<file path="config.mk">
export PLATFORM = sky130hd
export DESIGN_NAME = oldest_first_removal_queue
export DESIGN_NICKNAME = d
export VERILOG_FILES = /design/src/ofrq_pkg.sv /design/src/ofrq_mem.sv /design/src/oldest_first_removal_queue.sv
export SDC_FILE = /design/constraint.sdc
export NUM_CORES = 1
export LEC_CHECK = 0
export BUFFER_PORTS_ARGS = -buffer_cell sky130_fd_sc_hd__buf_2
export CAP_MARGIN = 10
export CORE_MARGIN = 2
export CORE_UTILIZATION = 58
export CTS_BUF_LIST = sky130_fd_sc_hd__clkbuf_4 sky130_fd_sc_hd__clkbuf_8
export DETAILED_ROUTE_END_ITERATION = 16
export GPL_ROUTABILITY_DRIVEN = 0
export PLACE_DENSITY_LB_ADDON = 0.12
export SETUP_SLACK_MARGIN = 0.4
export SLEW_MARGIN = 15
export SYNTH_ARGS = -nofsm -noshare
export SYNTH_HDL_FRONTEND = slang
export SYNTH_SLANG_ARGS = --single-unit
</file>
<file path="constraint.sdc">
create_clock -name clk -period 6.7 [get_ports clk]
set_input_delay 0.335 -clock clk [delete_from_list [all_inputs] [get_ports clk]]
set_output_delay 0.335 -clock clk [all_outputs]
set_load 0.02 [all_outputs]
</file>
<file path="src/ofrq_pkg.sv">
// Shared types and constants for the oldest-first removal queue.
package ofrq_pkg;

  localparam int AGE_W  = 8;
  localparam int TAG_W  = 16;
  localparam int OCC_W  = 5;
  localparam int DATA_W = 32;

  typedef enum logic [1:0] {
    ST_INSERTED = 2'd0,
    ST_REMOVED  = 2'd1,
    ST_EMPTY    = 2'd2,
    ST_FULL     = 2'd3
  } status_t;

  typedef enum logic {
    OP_INSERT = 1'b0,
    OP_REMOVE = 1'b1
  } op_t;

  typedef enum logic [3:0] {
    S_IDLE  = 4'b0001,
    S_SCAN  = 4'b0010,
    S_SHIFT = 4'b0100,
    S_RESP  = 4'b1000
  } state_t;

endpackage

</file>
<file path="src/ofrq_mem.sv">
// Entry store: one write port, one read port, registered read data.
module ofrq_mem #(
  parameter int DEPTH = 16,
  parameter int WIDTH = 24
) (
  input  logic                     clk,
  input  logic                     wr_en,
  input  logic [$clog2(DEPTH)-1:0] wr_addr,
  input  logic [WIDTH-1:0]         wr_data,
  input  logic                     rd_en,
  input  logic [$clog2(DEPTH)-1:0] rd_addr,
  output logic [WIDTH-1:0]         rd_data
);

  logic [WIDTH-1:0] mem [DEPTH];

  always_ff @(posedge clk) begin
    if (wr_en) begin
      mem[wr_addr] <= wr_data;
    end
  end

  always_ff @(posedge clk) begin
    if (rd_en) begin
      rd_data <= mem[rd_addr];
    end
  end

endmodule

</file>
<file path="src/oldest_first_removal_queue.sv">
// Top level of the oldest-first removal queue: control, scan and gap-closing sequencer.
// A bounded queue of up to CAPACITY entries (8-bit age, person tag) kept in
// insertion order in one single-ported-read memory. An insert (tuser = 0) is
// written at the tail in the transfer cycle; its result then goes through the
// response state to the output register. A remove (tuser = 1) reads every
// held entry through the memory read port, one per cycle, keeping the greatest
// age and the earliest entry on a tie, then closes the gap by copying each
// later entry down one slot, one per cycle, then presents its result. A
// remove on an empty queue returns status "empty"; an insert on a full queue
// returns "full" and drops the item. Results sit in an output register, so a
// new item is taken while the last result waits.
// Stored tags keep the low TAG_BITS bits of person_tag (up to 16).
module oldest_first_removal_queue
  import ofrq_pkg::*;
#(
  parameter int CAPACITY = 16,
  parameter int TAG_BITS = 16
) (
  input  logic              clk,
  input  logic              rst,
  input  logic              s_tvalid,
  output logic              s_tready,
  input  logic [DATA_W-1:0] s_tdata,   // [7:0] age, [23:8] person_tag, rest zero
  input  logic              s_tuser,   // [0] operation
  output logic              m_tvalid,
  input  logic              m_tready,
  output logic [DATA_W-1:0] m_tdata,   // [7:0] removed_age, [23:8] removed_tag,
                                       // [28:24] occupancy, rest zero
  output logic [1:0]        m_tuser    // [1:0] status
);

  localparam int AW  = $clog2(CAPACITY);
  localparam int CW  = $clog2(CAPACITY + 1);
  localparam int TW  = (TAG_BITS < TAG_W) ? TAG_BITS : TAG_W;
  localparam int EW  = AGE_W + TW;

  state_t state;

  logic [CW-1:0]    count;
  logic [AW-1:0]    rsp_idx;    // index of entry whose read data arrives now
  logic [AW-1:0]    best_idx;
  logic [AGE_W-1:0] best_age;
  logic [TW-1:0]    best_tag;
  logic [AW-1:0]    wr_ptr;     // gap position during the shift

  status_t          rsp_status;
  logic [AGE_W-1:0] rsp_age;
  logic [TW-1:0]    rsp_tag;

  // memory port signals
  logic          wr_en;
  logic [AW-1:0] wr_addr;
  logic [EW-1:0] wr_data;
  logic          rd_en;
  logic [AW-1:0] rd_addr;
  logic [EW-1:0] rd_data;

  logic [AGE_W-1:0] in_age;
  logic [TAG_W-1:0] in_tag;
  logic             accept;
  logic             is_remove;

  logic [AGE_W-1:0] rd_age;
  logic [TW-1:0]    rd_tag;

  logic             take_new;
  logic [AW-1:0]    best_idx_next;
  logic [AGE_W-1:0] best_age_next;
  logic [TW-1:0]    best_tag_next;
  logic             scan_last;
  logic [CW-1:0]    scan_rd;
  logic [CW-1:0]    shift_first;
  logic [CW-1:0]    shift_rd;
  logic             out_free;

  assign in_age    = s_tdata[AGE_W-1:0];
  assign in_tag    = s_tdata[AGE_W +: TAG_W];
  assign s_tready  = (state == S_IDLE);
  assign accept    = s_tvalid && s_tready;
  assign is_remove = (s_tuser == OP_REMOVE);

  assign rd_age = rd_data[EW-1 -: AGE_W];
  assign rd_tag = rd_data[TW-1:0];

  // running maximum; strict compare keeps the earliest on a tie
  assign take_new      = (rsp_idx == '0) || (rd_age > best_age);
  assign best_idx_next = take_new ? rsp_idx : best_idx;
  assign best_age_next = take_new ? rd_age  : best_age;
  assign best_tag_next = take_new ? rd_tag  : best_tag;

  assign scan_rd     = CW'(rsp_idx) + CW'(1);
  assign scan_last   = (scan_rd == count);
  assign shift_first = CW'(best_idx_next) + CW'(1);
  assign shift_rd    = CW'(wr_ptr) + CW'(2);
  assign out_free    = !m_tvalid || m_tready;

  // Memory port steering. Reads and writes never target the same entry in
  // one cycle: the shift writes slot i while reading slot i + 2.
  always_comb begin
    wr_en   = 1'b0;
    wr_addr = count[AW-1:0];
    wr_data = {in_age, in_tag[TW-1:0]};
    rd_en   = 1'b0;
    rd_addr = '0;
    unique case (state)
      S_IDLE: begin
        if (accept && !is_remove && (count < CW'(CAPACITY))) begin
          wr_en = 1'b1;
        end
        if (accept && is_remove && (count != '0)) begin
          rd_en = 1'b1;
        end
      end
      S_SCAN: begin
        if (!scan_last) begin
          rd_en   = 1'b1;
          rd_addr = scan_rd[AW-1:0];
        end else if (shift_first < count) begin
          rd_en   = 1'b1;
          rd_addr = shift_first[AW-1:0];
        end
      end
      S_SHIFT: begin
        wr_en   = 1'b1;
        wr_addr = wr_ptr;
        wr_data = rd_data;
        if (shift_rd < count) begin
          rd_en   = 1'b1;
          rd_addr = shift_rd[AW-1:0];
        end
      end
      S_RESP: begin
      end
      default: begin
      end
    endcase
  end

  ofrq_mem #(
    .DEPTH (CAPACITY),
    .WIDTH (EW)
  ) u_mem (
    .clk     (clk),
    .wr_en   (wr_en),
    .wr_addr (wr_addr),
    .wr_data (wr_data),
    .rd_en   (rd_en),
    .rd_addr (rd_addr),
    .rd_data (rd_data)
  );

  // sequencer
  always_ff @(posedge clk) begin
    if (rst) begin
      state <= S_IDLE;
      count <= '0;
    end else begin
      unique case (state)
        S_IDLE: begin
          if (accept) begin
            rsp_age <= '0;
            rsp_tag <= '0;
            state   <= S_RESP;
            if (!is_remove) begin
              if (count < CW'(CAPACITY)) begin
                count      <= count + CW'(1);
                rsp_status <= ST_INSERTED;
              end else begin
                rsp_status <= ST_FULL;
              end
            end else if (count == '0) begin
              rsp_status <= ST_EMPTY;
            end else begin
              rsp_idx <= '0;
              state   <= S_SCAN;
            end
          end
        end
        S_SCAN: begin
          best_idx <= best_idx_next;
          best_age <= best_age_next;
          best_tag <= best_tag_next;
          rsp_idx  <= rsp_idx + AW'(1);
          if (scan_last) begin
            rsp_status <= ST_REMOVED;
            rsp_age    <= best_age_next;
            rsp_tag    <= best_tag_next;
            if (shift_first < count) begin
              wr_ptr <= best_idx_next;
              state  <= S_SHIFT;
            end else begin
              count <= count - CW'(1);
              state <= S_RESP;
            end
          end
        end
        S_SHIFT: begin
          wr_ptr <= wr_ptr + AW'(1);
          if (!(shift_rd < count)) begin
            count <= count - CW'(1);
            state <= S_RESP;
          end
        end
        S_RESP: begin
          if (out_free) begin
            state <= S_IDLE;
          end
        end
        default: begin
          state <= S_IDLE;
        end
      endcase
    end
  end

  // output register
  always_ff @(posedge clk) begin
    if (rst) begin
      m_tvalid <= 1'b0;
    end else if ((state == S_RESP) && out_free) begin
      m_tvalid <= 1'b1;
    end else if (m_tready) begin
      m_tvalid <= 1'b0;
    end
  end

  always_ff @(posedge clk) begin
    if ((state == S_RESP) && out_free) begin
      m_tuser <= rsp_status;
      m_tdata <= {(DATA_W - AGE_W - TAG_W - OCC_W)'(0), OCC_W'(count),
                  TAG_W'(rsp_tag), rsp_age};
    end
  end

  // checks
  a_count_bound: assert property (@(posedge clk) disable iff (rst)
    count <= CW'(CAPACITY))
    else $error("entry count above capacity");

  a_port_clash: assert property (@(posedge clk) disable iff (rst)
    (wr_en && rd_en) |-> (wr_addr != rd_addr))
    else $error("read and write of the same entry in one cycle");

  a_insert_count: assert property (@(posedge clk) disable iff (rst)
    (accept && !is_remove && (count < CW'(CAPACITY))) |=> (count == $past(count) + CW'(1)))
    else $error("insert did not grow the queue");

  a_scan_range: assert property (@(posedge clk) disable iff (rst)
    (state == S_SCAN) |-> (CW'(rsp_idx) < count))
    else $error("scan beyond held entries");

endmodule
</file>
==> summary.json, run 1 <==
{
  "fillers": {"value": 2629},
  "final.setup_skew": {"value": 33.2, "unit": "ps"},
  "worst-r2r-setup-slack": {"value": 810, "unit": "ps"},
  "global_route_wire_length_before_repair": {"value": 77.3, "unit": "mm"},
  "report.final.setup_viol": {"value": 0},
  "setup.worst_path.end": {"value": "u_mem.rd_data[17]$_DFFE_PP_"},
  "detail-route-antenna-nets": {"value": 0},
  "total_vias_in_the_final_route": {"value": 12854},
  "routed_wire_length_per_instance": {"value": 25.4, "unit": "µm"},
  "clock_network_latency_to_the_later_pin_of_the_worst_skew_pair": {"value": 640, "unit": "ps"},
  "powerDensity": {"value": 273, "unit": "nW/µm²"},
  "die_height": {"value": 198, "unit": "µm"},
  "synth_area_per_cell": {"value": 15.1, "unit": "µm²"},
  "endpoint_kind": {"value": "register"},
  "critical-path-slowest-cell": {"value": "sky130_fd_sc_hd__o31ai_2"},
  "gr-usage-all-layers": {"value": 0.271},
  "areaGrowthSynthToFinish": {"value": 10.7, "unit": "%"},
  "drcViolationCount": {"value": 0},
  "insertedDiodeCount": {"value": 0},
  "netlist.area_leader.share": {"value": 0.692},
  "num_io_pins": {"value": 73},
  "fp.dieW": {"value": 198, "unit": "µm"},
  "synth_seq_cells": {"value": 511},
  "regToRegEndpoint": {"value": "u_mem.rd_data[17]$_DFFE_PP_"},
  "worstMarginPinSlew": {"value": 1160, "unit": "ps"},
  "port-buffer-count": {"value": 61},
  "worst_path_most_repeated_cell": {"value": "sky130_fd_sc_hd__ha_1"},
  "post-cts-setup-buffers": {"value": 0},
  "worst-path-max-fanout": {"value": 49},
  "finalHoldViolations": {"value": 0},
  "fin_crit_sh": {"value": 0.880},
  "initial_antenna_violation_count": {"value": 0},
  "multiInputGateArea": {"value": 6030, "unit": "µm²"},
  "tritoncts_clock_tree": {"value": "yes"},
  "synthCells": {"value": 1440},
  "slowest_delay": {"value": 520, "unit": "ps"},
  "synth.area.top_cells": {"value": "sky130_fd_sc_hd__edfxtp_1 69%, sky130_fd_sc_hd__a211oi_1 5.1%, sky130_fd_sc_hd__nor3b_1 5.0%"},
  "rsz0062_at_grt": {"value": "false"},
  "floorplan.core_area": {"value": 36800, "unit": "µm²"},
  "layout_cells_sized_above_1": {"value": 0.175},
  "maxCapViolations": {"value": 0},
  "number_of_cell_rows": {"value": 70},
  "grt_start_max_net_pins": {"value": 145},
  "drt-vias-per-instance": {"value": 6.31},
  "h-tree-depth": {"value": 3},
  "place_hpwl": {"value": 26.7, "unit": "mm"},
  "timing.hold.worst.start": {"value": "rst"},
  "timing.slew.headroom": {"value": 0.223},
  "synth.lib_cells_used.distinct": {"value": 58},
  "timing.critical_path.cells": {"value": "ha_1 > nand4_1 > nor2_1 > a211oi_1 > nor3_2 > o21ai_0 > ha_1 > inv_1 > a21oi_1 > nor2_1 > ha_1 > nand4_1 > o31ai_2 > o221a_2 > buf_12 > nand2_1 > buf_4 > o21bai_1 > o2111a_1"},
  "cts-buffers-inserted": {"value": 81},
  "hold_path.class": {"value": "in2reg"},
  "first_global_vias": {"value": 12391},
  "clkSlewWorstSetupHoldPaths": {"value": 80, "unit": "ps"},
  "post-synth-top-area-cell": {"value": "sky130_fd_sc_hd__edfxtp_1"},
  "final_util": {"value": 0.655},
  "cts.path.max_buffers": {"value": 3},
  "synth_warn": {"value": 0},
  "fin_nets": {"value": 1578},
  "period_needed": {"value": 5890, "unit": "ps"},
  "r2r-start": {"value": "u_mem.rd_data[23]$_DFFE_PP_"},
  "cts_root_buf": {"value": "sky130_fd_sc_hd__clkbuf_8"},
  "critical_path.startpoint_type": {"value": "register"},
  "status": {"value": "complete, no violations"},
  "synth_enable_flop_cells": {"value": 501},
  "final_max_slew_viol_count": {"value": 0},
  "die_footprint": {"value": 39100, "unit": "µm²"},
  "required": {"value": 7060, "unit": "ps"},
  "initial_core_util": {"value": 0.591},
  "initialDrtViolationCount": {"value": 1386},
  "timing.setup.critical_path_class": {"value": "reg2reg"},
  "timing.critical_path.arrival": {"value": 6250, "unit": "ps"},
  "synth.yosys.seq_area_share": {"value": 0.701},
  "setup.worst_path.start": {"value": "u_mem.rd_data[23]$_DFFE_PP_"},
  "preCtsSetupSlack": {"value": 922, "unit": "ps"},
  "synthMostInstantiatedCell": {"value": "sky130_fd_sc_hd__edfxtp_1"},
  "syn-cell-area": {"value": 21700, "unit": "µm²"},
  "drt_wl_total": {"value": 51.7, "unit": "mm"},
  "p_leak": {"value": 8.09, "unit": "nW"},
  "max_freq": {"value": 170, "unit": "MHz"},
  "layout.area.seq": {"value": 15200, "unit": "µm²"},
  "r2r.worst_path.cells": {"value": 19},
  "final_global_route_overflow_total": {"value": 0},
  "detailedRoute.firstPassIterationCount": {"value": 5},
  "synthArstFlopShare": {"value": 0},
  "ir_worst_vdd": {"value": 0.146, "unit": "mV"},
  "post-route-worst-setup-slack": {"value": 806, "unit": "ps"},
  "synth_top_flop_cell": {"value": "sky130_fd_sc_hd__edfxtp_1"},
  "clkSinkCount": {"value": 511},
  "timing.setup.tns": {"value": 0, "unit": "ps"},
  "synth_top_cells_by_count": {"value": "501 x sky130_fd_sc_hd__edfxtp_1, 148 x sky130_fd_sc_hd__a211oi_1, 144 x sky130_fd_sc_hd__nor3b_1"}
}
## area by class of cell
type,count,share of cell area
Timing Repair Buffer,93,0.0259
Tap cell,468,0.0243
Clock buffer,106,0.0546
Inverter,28,0.00436
Clock inverter,31,0.00727
Sequential cell,511,0.633
Multi-Input combinational cell,801,0.250
## how the worst min path moves through the flow
stage / to / slack [ps] / depth (start not counted)
2_1_floorplan: m_tdata[0]$_DFFE_PP_ / 400 / 0
3_3_place_gp: m_tdata[21]$_DFFE_PP_ / 400 / 0
3_5_place_dp: m_tdata[15]$_DFFE_PP_ / 400 / 0
4_1_cts: count[3]$_SDFFE_PP0P_ / 20 / 2
5_1_grt: count[0]$_SDFFE_PP0P_ / 50 / 2
6_report: count[3]$_SDFFE_PP0P_ / 50 / 2
## power breakdown
| group | switching, W | total [W] | internal (W) |
|---|---|---|---|
| Combinational | 0.000266 | 0.000390 | 0.000124 |
| Clock | 0.00118 | 0.00249 | 0.00131 |
| Sequential | 0.0000449 | 0.00368 | 0.00364 |
| Total | 0.00149 | 0.00657 | 0.00508 |
## layout by cell type, fill, tap and decap left out, types with 22 or more instances in the layout
master,instances
sky130_fd_sc_hd__and2_1,30
sky130_fd_sc_hd__mux2i_1,74
sky130_fd_sc_hd__a21oi_1,22
sky130_fd_sc_hd__mux2_2,24
sky130_fd_sc_hd__buf_2,61
sky130_fd_sc_hd__inv_1,28
sky130_fd_sc_hd__nor2_1,28
sky130_fd_sc_hd__o21bai_1,48
sky130_fd_sc_hd__o2111a_1,24
sky130_fd_sc_hd__nor3b_1,144
sky130_fd_sc_hd__nand2_1,85
sky130_fd_sc_hd__buf_4,25
sky130_fd_sc_hd__o21ai_0,32
sky130_fd_sc_hd__clkbuf_4,23
sky130_fd_sc_hd__ha_1,24
sky130_fd_sc_hd__a211oi_1,148
sky130_fd_sc_hd__edfxtp_1,501
sky130_fd_sc_hd__clkbuf_8,83
## critical path, delay by kind of cell, from the launching register on
family / cells / cell delay (ps)
fa+ha+maj: 3 / 920
simple gates: 6 / 1080
buf+inv: 3 / 760
flops: 1 / 420
compound gates: 7 / 2410
## per-stage QoR
| step | instances | hold slack, ps | total power (W) | instance area, µm² |
|---|---|---|---|---|
| 2_1_floorplan | 1442 | 400 | 0.00399 | 21800 |
| 3_3_place_gp | 1900 | 402 | 0.00413 | 22600 |
| 3_5_place_dp | 1900 | 405 | 0.00414 | 22600 |
| 4_1_cts | 2038 | 23.8 | 0.00661 | 24100 |
| 5_1_grt | 2038 | 52.1 | 0.00679 | 24100 |
| 6_report | 2038 | 47.9 | 0.00657 | 24100 |
## state kept, by name, summed over array words and instances, names as in the netlist, 4 cells and up
name / cells
u_mem.mem: 384
rsp_idx: 4
best_age: 8
wr_ptr: 4
m_tdata: 29
best_idx: 4
u_mem.rd_data: 24
count: 5
state: 4
rsp_tag: 16
rsp_age: 8
best_tag: 16
## per-layer routing
| metal | part of all wire | track usage | vias to the layer above |
|---|---|---|---|
| li1 | - | - | 5790 |
| met3 | 0.081 | 0.0461 | 81 |
| met5 | 0 | 0 | - |
| met4 | 0.020 | 0.0855 | 0 |
| met1 | 0.44 | 0.406 | 6402 |
| met2 | 0.46 | 0.408 | 581 |
## what timing repair did
item / 4_1_cts / 5_1_grt
hold buffers: 1 / 0
resized for setup: 0 / 0
endpoints found under the hold margin: 1 / 0
## cells by family after synthesis
group | after synthesis | share of synthesized area
flops | 511 | 0.701
simple gates | 351 | 0.0940
compound gates | 310 | 0.107
buf+inv | 130 | 0.0300
mux | 98 | 0.0465
fa+ha+maj | 25 | 0.0147
xor+xnor | 14 | 0.00627
other cells | 1 | 0.000172
(Power assumes the default switching activity.)
==> inputs of run 2 (changes only) <==
Settings changed: BUFFER_PORTS_ARGS -buffer_cell sky130_fd_sc_hd__buf_2 to -buffer_cell sky130_fd_sc_hd__clkbuf_2.
==> summary.json, run 2 (synthesis results as in run 1) <==
{
  "ir_worst_vdd": {"value": 0.183, "unit": "mV"},
  "critical_path.startpoint_type": {"value": "register"},
  "total_vias_in_the_final_route": {"value": 12905},
  "final_common_cell": {"value": "sky130_fd_sc_hd__edfxtp_1"},
  "power.share.clock": {"value": 0.395},
  "largest_register_ff_count": {"value": 384},
  "largest-register": {"value": "u_mem.mem"},
  "final.setup_skew": {"value": 33.3, "unit": "ps"},
  "cts_hold_buf": {"value": 0},
  "place_hpwl": {"value": 27.4, "unit": "mm"},
  "cp_num_buf_inv": {"value": 3},
  "cts-buffers-inserted": {"value": 84},
  "fin_nets": {"value": 1583},
  "die_footprint": {"value": 39100, "unit": "µm²"},
  "drt-vias-per-instance": {"value": 6.28},
  "number_of_cell_rows": {"value": 70},
  "clkSlewWorstSetupHoldPaths": {"value": 60, "unit": "ps"},
  "die_height": {"value": 198, "unit": "µm"},
  "floorplan.core_area": {"value": 36800, "unit": "µm²"},
  "tritoncts_clock_tree": {"value": "yes"},
  "post-cts-setup-buffers": {"value": 0},
  "worstMarginPinSlew": {"value": 1240, "unit": "ps"},
  "met3_wire_length": {"value": 4.47, "unit": "mm"},
  "sequentialPowerShare": {"value": 0.547},
  "gr-usage-all-layers": {"value": 0.271},
  "finalHoldViolations": {"value": 0},
  "comb_power_share": {"value": 0.058},
  "num_io_pins": {"value": 73},
  "post_cts.resized_instances": {"value": 0},
  "timing.critical_path.cells": {"value": "ha_1 > nand4_1 > a211oi_1 > nor3_2 > o21ai_0 > ha_1 > inv_1 > a21oi_1 > nor2_1 > ha_1 > a21o_1 > a21oi_1 > nor2b_1 > nor4_4 > o31ai_2 > o31a_2 > buf_4 > nor2_2 > buf_4 > o21ai_0 > o2111a_1"},
  "timing.slew.headroom": {"value": 0.174},
  "power.switching": {"value": 0.00153, "unit": "W"},
  "slowest_delay": {"value": 530, "unit": "ps"},
  "sw_frac_of_total": {"value": 0.226},
  "drcViolationCount": {"value": 0},
  "endpoint_kind": {"value": "register"},
  "status": {"value": "complete, no violations"},
  "insertedDiodeCount": {"value": 0},
  "critical-path-slowest-cell": {"value": "sky130_fd_sc_hd__o31a_2"},
  "layout_cells_sized_above_1": {"value": 0.184},
  "worst_path_most_repeated_cell": {"value": "sky130_fd_sc_hd__ha_1"},
  "detailroute.wirelength.met2": {"value": 23.6, "unit": "mm"},
  "mostFrequentLayoutCells": {"value": "501 x sky130_fd_sc_hd__edfxtp_1, 148 x sky130_fd_sc_hd__a211oi_1, 144 x sky130_fd_sc_hd__nor3b_1, 88 x sky130_fd_sc_hd__clkbuf_8, 85 x sky130_fd_sc_hd__nand2_1"},
  "power.internal": {"value": 0.00521, "unit": "W"},
  "initial_antenna_violation_count": {"value": 1},
  "port-buffer-count": {"value": 61},
  "initial_core_util": {"value": 0.591},
  "largest_registers": {"value": "u_mem.mem: 384 flops, m_tdata: 29 flops, u_mem.rd_data: 24 flops"},
  "timing.setup.tns": {"value": 0, "unit": "ps"},
  "cts_root_buf": {"value": "sky130_fd_sc_hd__clkbuf_8"},
  "first_global_vias": {"value": 12603},
  "final_global_route_overflow_total": {"value": 0},
  "totalPowerFinal": {"value": 0.00674, "unit": "W"},
  "wl_met1": {"value": 22.6, "unit": "mm"},
  "clkSinkCount": {"value": 511},
  "fp.dieW": {"value": 198, "unit": "µm"},
  "drt_wl_total": {"value": 51.9, "unit": "mm"},
  "global_route_wire_length_before_repair": {"value": 77.3, "unit": "mm"},
  "fin_crit_sh": {"value": 0.877},
  "max_freq": {"value": 170, "unit": "MHz"},
  "timing.setup.critical_path_class": {"value": "reg2reg"},
  "cts.path.max_buffers": {"value": 3},
  "final_max_slew_viol_count": {"value": 0},
  "rsz0062_at_grt": {"value": "false"},
  "fillers": {"value": 2589},
  "clock_network_latency_to_the_later_pin_of_the_worst_skew_pair": {"value": 650, "unit": "ps"},
  "hold_path.class": {"value": "in2reg"},
  "timing.critical_path.arrival": {"value": 6260, "unit": "ps"},
  "powerDensity": {"value": 278, "unit": "nW/µm²"},
  "maxCapViolations": {"value": 0},
  "worst-r2r-setup-slack": {"value": 820, "unit": "ps"},
  "h-tree-depth": {"value": 3},
  "critPathTopFamily": {"value": "compound AO/OA/AOI/OAI gates"},
  "detail-route-antenna-nets": {"value": 0},
  "period_needed": {"value": 5880, "unit": "ps"},
  "required": {"value": 7090, "unit": "ps"},
  "p_leak": {"value": 8.22, "unit": "nW"},
  "worst-path-max-fanout": {"value": 35},
  "routed_wire_length_per_instance": {"value": 25.3, "unit": "µm"},
  "report.final.setup_viol": {"value": 0},
  "areaGrowthSynthToFinish": {"value": 11.6, "unit": "%"},
  "grt_start_max_net_pins": {"value": 145},
  "topRoutingLayerUsed": {"value": "met4"},
  "detailedRoute.firstPassIterationCount": {"value": 5},
  "initialDrtViolationCount": {"value": 1228}
}
-- run 2: power groups by stage --
stage / combinational, W / sequential, W / clock [W]
floorplan: 0.000242 / 0.00375 / 0
global placement: 0.000381 / 0.00375 / 0
detailed placement: 0.000388 / 0.00375 / 0
CTS: 0.000390 / 0.00369 / 0.00270
global route: 0.000427 / 0.00369 / 0.00283
finish: 0.000390 / 0.00369 / 0.00266
-- run 2: final timing paths --
path                                 endpoint  depth (start not counted)                        start
hold reg to reg          m_tdata[4]$_DFFE_PP_                          0     rsp_age[4]$_SDFFCE_PN0P_
setup / recovery  u_mem.rd_data[19]$_DFFE_PP_                         21  u_mem.rd_data[23]$_DFFE_PP_
setup reg to reg  u_mem.rd_data[19]$_DFFE_PP_                         21  u_mem.rd_data[23]$_DFFE_PP_
hold / removal          m_tvalid$_SDFFE_PP0P_                          3                     m_tready
-- run 2: per-stage QoR --
step / utilization / setup WS (ps) / instances / hold slack (ps) / cell area, µm²
final: 0.660 / 825 / 2055 / 25.9 / 24300
after global routing: 0.660 / 449 / 2055 / 46.6 / 24300
after floorplan: - / 434 / 1442 / 400 / 21800
after CTS: 0.659 / 908 / 2054 / 6.08 / 24200
after global placement: 0.614 / 1010 / 1902 / 402 / 22600
after detailed placement: 0.614 / 926 / 1902 / 405 / 22600
-- run 2: layout make-up --
class | instances | area [µm²] | share of cell area
clock buffer | 116 | 1420 | 0.0586
clock inverter | 36 | 223 | 0.00918
inverter | 28 | 105 | 0.00433
multi-input combinational | 801 | 6030 | 0.248
sequential | 511 | 15200 | 0.628
tap | 468 | 586 | 0.0241
timing repair buffer | 95 | 656 | 0.0270
-- run 2: tightest hold or removal path: cells and delay by family --
| kind | cells | cell delay [ps] |
|---|---|---|
| AOI/OAI and AO/OA | 1 | 70 |
| buffers and inverters | 1 | 80 |
| and+or+nand+nor | 1 | 130 |
-- run 2: metal layers --
layer  global-route usage  vias to the layer above
met1                0.396                     6380
met2                0.408                      606
met4                0.102                        0
li1                     -                     5803
met5                    0                        -
met3               0.0534                      116
==> inputs of run 3 (changes only) <==
Settings changed: CORE_UTILIZATION 58 to 65.
Clock period 6.7 ns to 7.5 ns, I/O delays scaled along.
==> summary.json, run 3 (synthesis results as in run 1) <==
{
  "final_common_cell": {"value": "sky130_fd_sc_hd__edfxtp_1"},
  "final.setup_skew": {"value": 13.8, "unit": "ps"},
  "areaGrowthSynthToFinish": {"value": 10.9, "unit": "%"},
  "rsz0062_at_grt": {"value": "false"},
  "endpoint_kind": {"value": "register"},
  "critPathTopFamily": {"value": "compound AO/OA/AOI/OAI gates"},
  "insertedDiodeCount": {"value": 0},
  "max_freq": {"value": 160, "unit": "MHz"},
  "tritoncts_clock_tree": {"value": "yes"},
  "global_route_wire_length_before_repair": {"value": 75.4, "unit": "mm"},
  "slowest_delay": {"value": 720, "unit": "ps"},
  "routed_wire_length_per_instance": {"value": 24.8, "unit": "µm"},
  "r2r-start": {"value": "u_mem.rd_data[21]$_DFFE_PP_"},
  "maxCapViolations": {"value": 0},
  "largest_registers": {"value": "u_mem.mem: 384 flops, m_tdata: 29 flops, u_mem.rd_data: 24 flops"},
  "report.final.setup_viol": {"value": 0},
  "drcViolationCount": {"value": 0},
  "clkSlewWorstSetupHoldPaths": {"value": 60, "unit": "ps"},
  "worst-path-max-fanout": {"value": 42},
  "total_vias_in_the_final_route": {"value": 12969},
  "final_global_route_overflow_total": {"value": 0},
  "cp_num_buf_inv": {"value": 2},
  "post-place-cells": {"value": 1878},
  "drt-vias-per-instance": {"value": 6.41},
  "fin_crit_sh": {"value": 0.834},
  "layout.area.seq": {"value": 15200, "unit": "µm²"},
  "totalPowerFinal": {"value": 0.00597, "unit": "W"},
  "post_cts.resized_instances": {"value": 0},
  "fillers": {"value": 2068},
  "finalHoldViolations": {"value": 0},
  "clkSinkCount": {"value": 511},
  "mostFrequentLayoutCells": {"value": "501 x sky130_fd_sc_hd__edfxtp_1, 148 x sky130_fd_sc_hd__a211oi_1, 144 x sky130_fd_sc_hd__nor3b_1, 85 x sky130_fd_sc_hd__nand2_1, 84 x sky130_fd_sc_hd__clkbuf_8"},
  "grt_start_max_net_pins": {"value": 145},
  "multiInputGateArea": {"value": 5990, "unit": "µm²"},
  "r2r.worst_path.cells": {"value": 18},
  "die_footprint": {"value": 34900, "unit": "µm²"},
  "regToRegEndpoint": {"value": "u_mem.rd_data[22]$_DFFE_PP_"},
  "gr-usage-all-layers": {"value": 0.288},
  "fin_nets": {"value": 1580},
  "final_cell_count_no_fill": {"value": 2023},
  "hold_path.class": {"value": "in2reg"},
  "num_io_pins": {"value": 73},
  "required": {"value": 7870, "unit": "ps"},
  "first_global_vias": {"value": 12980},
  "largest-register": {"value": "u_mem.mem"},
  "final_util": {"value": 0.737},
  "ir_worst_vdd": {"value": 0.155, "unit": "mV"},
  "min_to": {"value": "m_tvalid$_SDFFE_PP0P_"},
  "timing.critical_path.cells": {"value": "ha_1 > nand4_1 > nor2_1 > nor2_1 > nor3_2 > nand2_1 > o21ai_0 > ha_1 > inv_1 > a21oi_1 > nor2_1 > ha_1 > nand4_1 > o31ai_2 > o221a_2 > buf_4 > mux2i_1 > o2111a_1"},
  "timing.slew.headroom": {"value": 0.185},
  "timing.setup.tns": {"value": 0, "unit": "ps"},
  "critical_path.startpoint_type": {"value": "register"},
  "fp.dieW": {"value": 187, "unit": "µm"},
  "cts.path.max_buffers": {"value": 3},
  "cts_root_buf": {"value": "sky130_fd_sc_hd__clkbuf_8"},
  "cts_hold_buf": {"value": 0},
  "timing.hold.worst_path_depth": {"value": 3},
  "drt_wl_total": {"value": 50.1, "unit": "mm"},
  "timing.hold.worst.start": {"value": "m_tready"},
  "final_max_slew_viol_count": {"value": 0},
  "largest_register_ff_count": {"value": 384},
  "timing.critical_path.arrival": {"value": 6630, "unit": "ps"},
  "post-cts-setup-buffers": {"value": 0},
  "clock_network_latency_to_the_later_pin_of_the_worst_skew_pair": {"value": 630, "unit": "ps"},
  "detail-route-antenna-nets": {"value": 0},
  "detailedRoute.firstPassIterationCount": {"value": 8},
  "die_height": {"value": 187, "unit": "µm"},
  "worst-r2r-setup-slack": {"value": 1250, "unit": "ps"},
  "initial_antenna_violation_count": {"value": 2},
  "powerDensity": {"value": 248, "unit": "nW/µm²"},
  "hold_slack": {"value": 77.0, "unit": "ps"},
  "place_hpwl": {"value": 26.8, "unit": "mm"},
  "critical-path-slowest-cell": {"value": "sky130_fd_sc_hd__buf_4"},
  "cts-buffers-inserted": {"value": 80},
  "number_of_cell_rows": {"value": 66},
  "worstMarginPinSlew": {"value": 1220, "unit": "ps"},
  "initial_core_util": {"value": 0.665},
  "initialDrtViolationCount": {"value": 1498},
  "timing.setup.critical_path_class": {"value": "reg2reg"},
  "port-buffer-count": {"value": 61},
  "h-tree-depth": {"value": 3},
  "p_leak": {"value": 8.17, "unit": "nW"},
  "floorplan.core_area": {"value": 32700, "unit": "µm²"},
  "status": {"value": "complete, no violations"},
  "layout_cells_sized_above_1": {"value": 0.176},
  "period_needed": {"value": 6250, "unit": "ps"}
}
## run 3: worst max path at each step
stage / start / to / slack, ps / cells past startpoint
final: u_mem.rd_data[21]$_DFFE_PP_ / u_mem.rd_data[22]$_DFFE_PP_ / 1250 / 18
after global routing: u_mem.rd_data[17]$_DFFE_PP_ / u_mem.rd_data[3]$_DFFE_PP_ / 960 / 19
after CTS: u_mem.rd_data[21]$_DFFE_PP_ / u_mem.rd_data[17]$_DFFE_PP_ / 1280 / 19
after detailed placement: u_mem.rd_data[17]$_DFFE_PP_ / u_mem.rd_data[22]$_DFFE_PP_ / 1300 / 18
after global placement: u_mem.rd_data[17]$_DFFE_PP_ / u_mem.rd_data[22]$_DFFE_PP_ / 1530 / 18
after floorplan: rsp_idx[0]$_SDFFCE_PN0P_ / rsp_status[0]$_SDFFCE_PP1P_ / 1230 / 7
## run 3: power breakdown
group / leakage, nW / internal (W) / switching, W
registers: 4.61 / 0.00325 / 0.0000460
logic: 2.72 / 0.000109 / 0.000231
clock network: 0.835 / 0.00128 / 0.00105
## run 3: through the flow
stage	setup slack (ps)	instance area [µm²]
finish	1250	24100
global route	956	24100
CTS	1280	24100
detailed placement	1300	22500
global placement	1530	22500
floorplan	1230	21800
## run 3: final cells by class
cell class              instances  area share
clock buffers                 106      0.0548
clock inverters                39      0.0112
inverters                      28     0.00436
multi-input cells             801       0.248
flip-flops and latches        511       0.632
well taps                     442      0.0229
repair buffers                 96      0.0262
## run 3: worst reg2reg max path: stages (launching register included)
cell	delay, ps
sky130_fd_sc_hd__edfxtp_1	510
sky130_fd_sc_hd__ha_1	360
sky130_fd_sc_hd__nand4_1	160
sky130_fd_sc_hd__nor2_1	250
sky130_fd_sc_hd__nor2_1	130
sky130_fd_sc_hd__nor3_2	610
sky130_fd_sc_hd__nand2_1	100
sky130_fd_sc_hd__o21ai_0	220
sky130_fd_sc_hd__ha_1	230
sky130_fd_sc_hd__inv_1	40
sky130_fd_sc_hd__a21oi_1	350
sky130_fd_sc_hd__nor2_1	100
sky130_fd_sc_hd__ha_1	320
sky130_fd_sc_hd__nand4_1	190
sky130_fd_sc_hd__o31ai_2	570
sky130_fd_sc_hd__o221a_2	540
sky130_fd_sc_hd__buf_4	720
sky130_fd_sc_hd__mux2i_1	290
sky130_fd_sc_hd__o2111a_1	310
## run 3: metal layers
layer | up-vias | wire (µm) | global-route usage | part of all wire
li1 | 5792 | - | - | -
met1 | 6478 | 20100 | 0.384 | 0.40
met2 | 588 | 24200 | 0.467 | 0.48
met3 | 111 | 4340 | 0.0632 | 0.087
met4 | 0 | 1450 | 0.112 | 0.029
met5 | - | 0 | 0 | 0
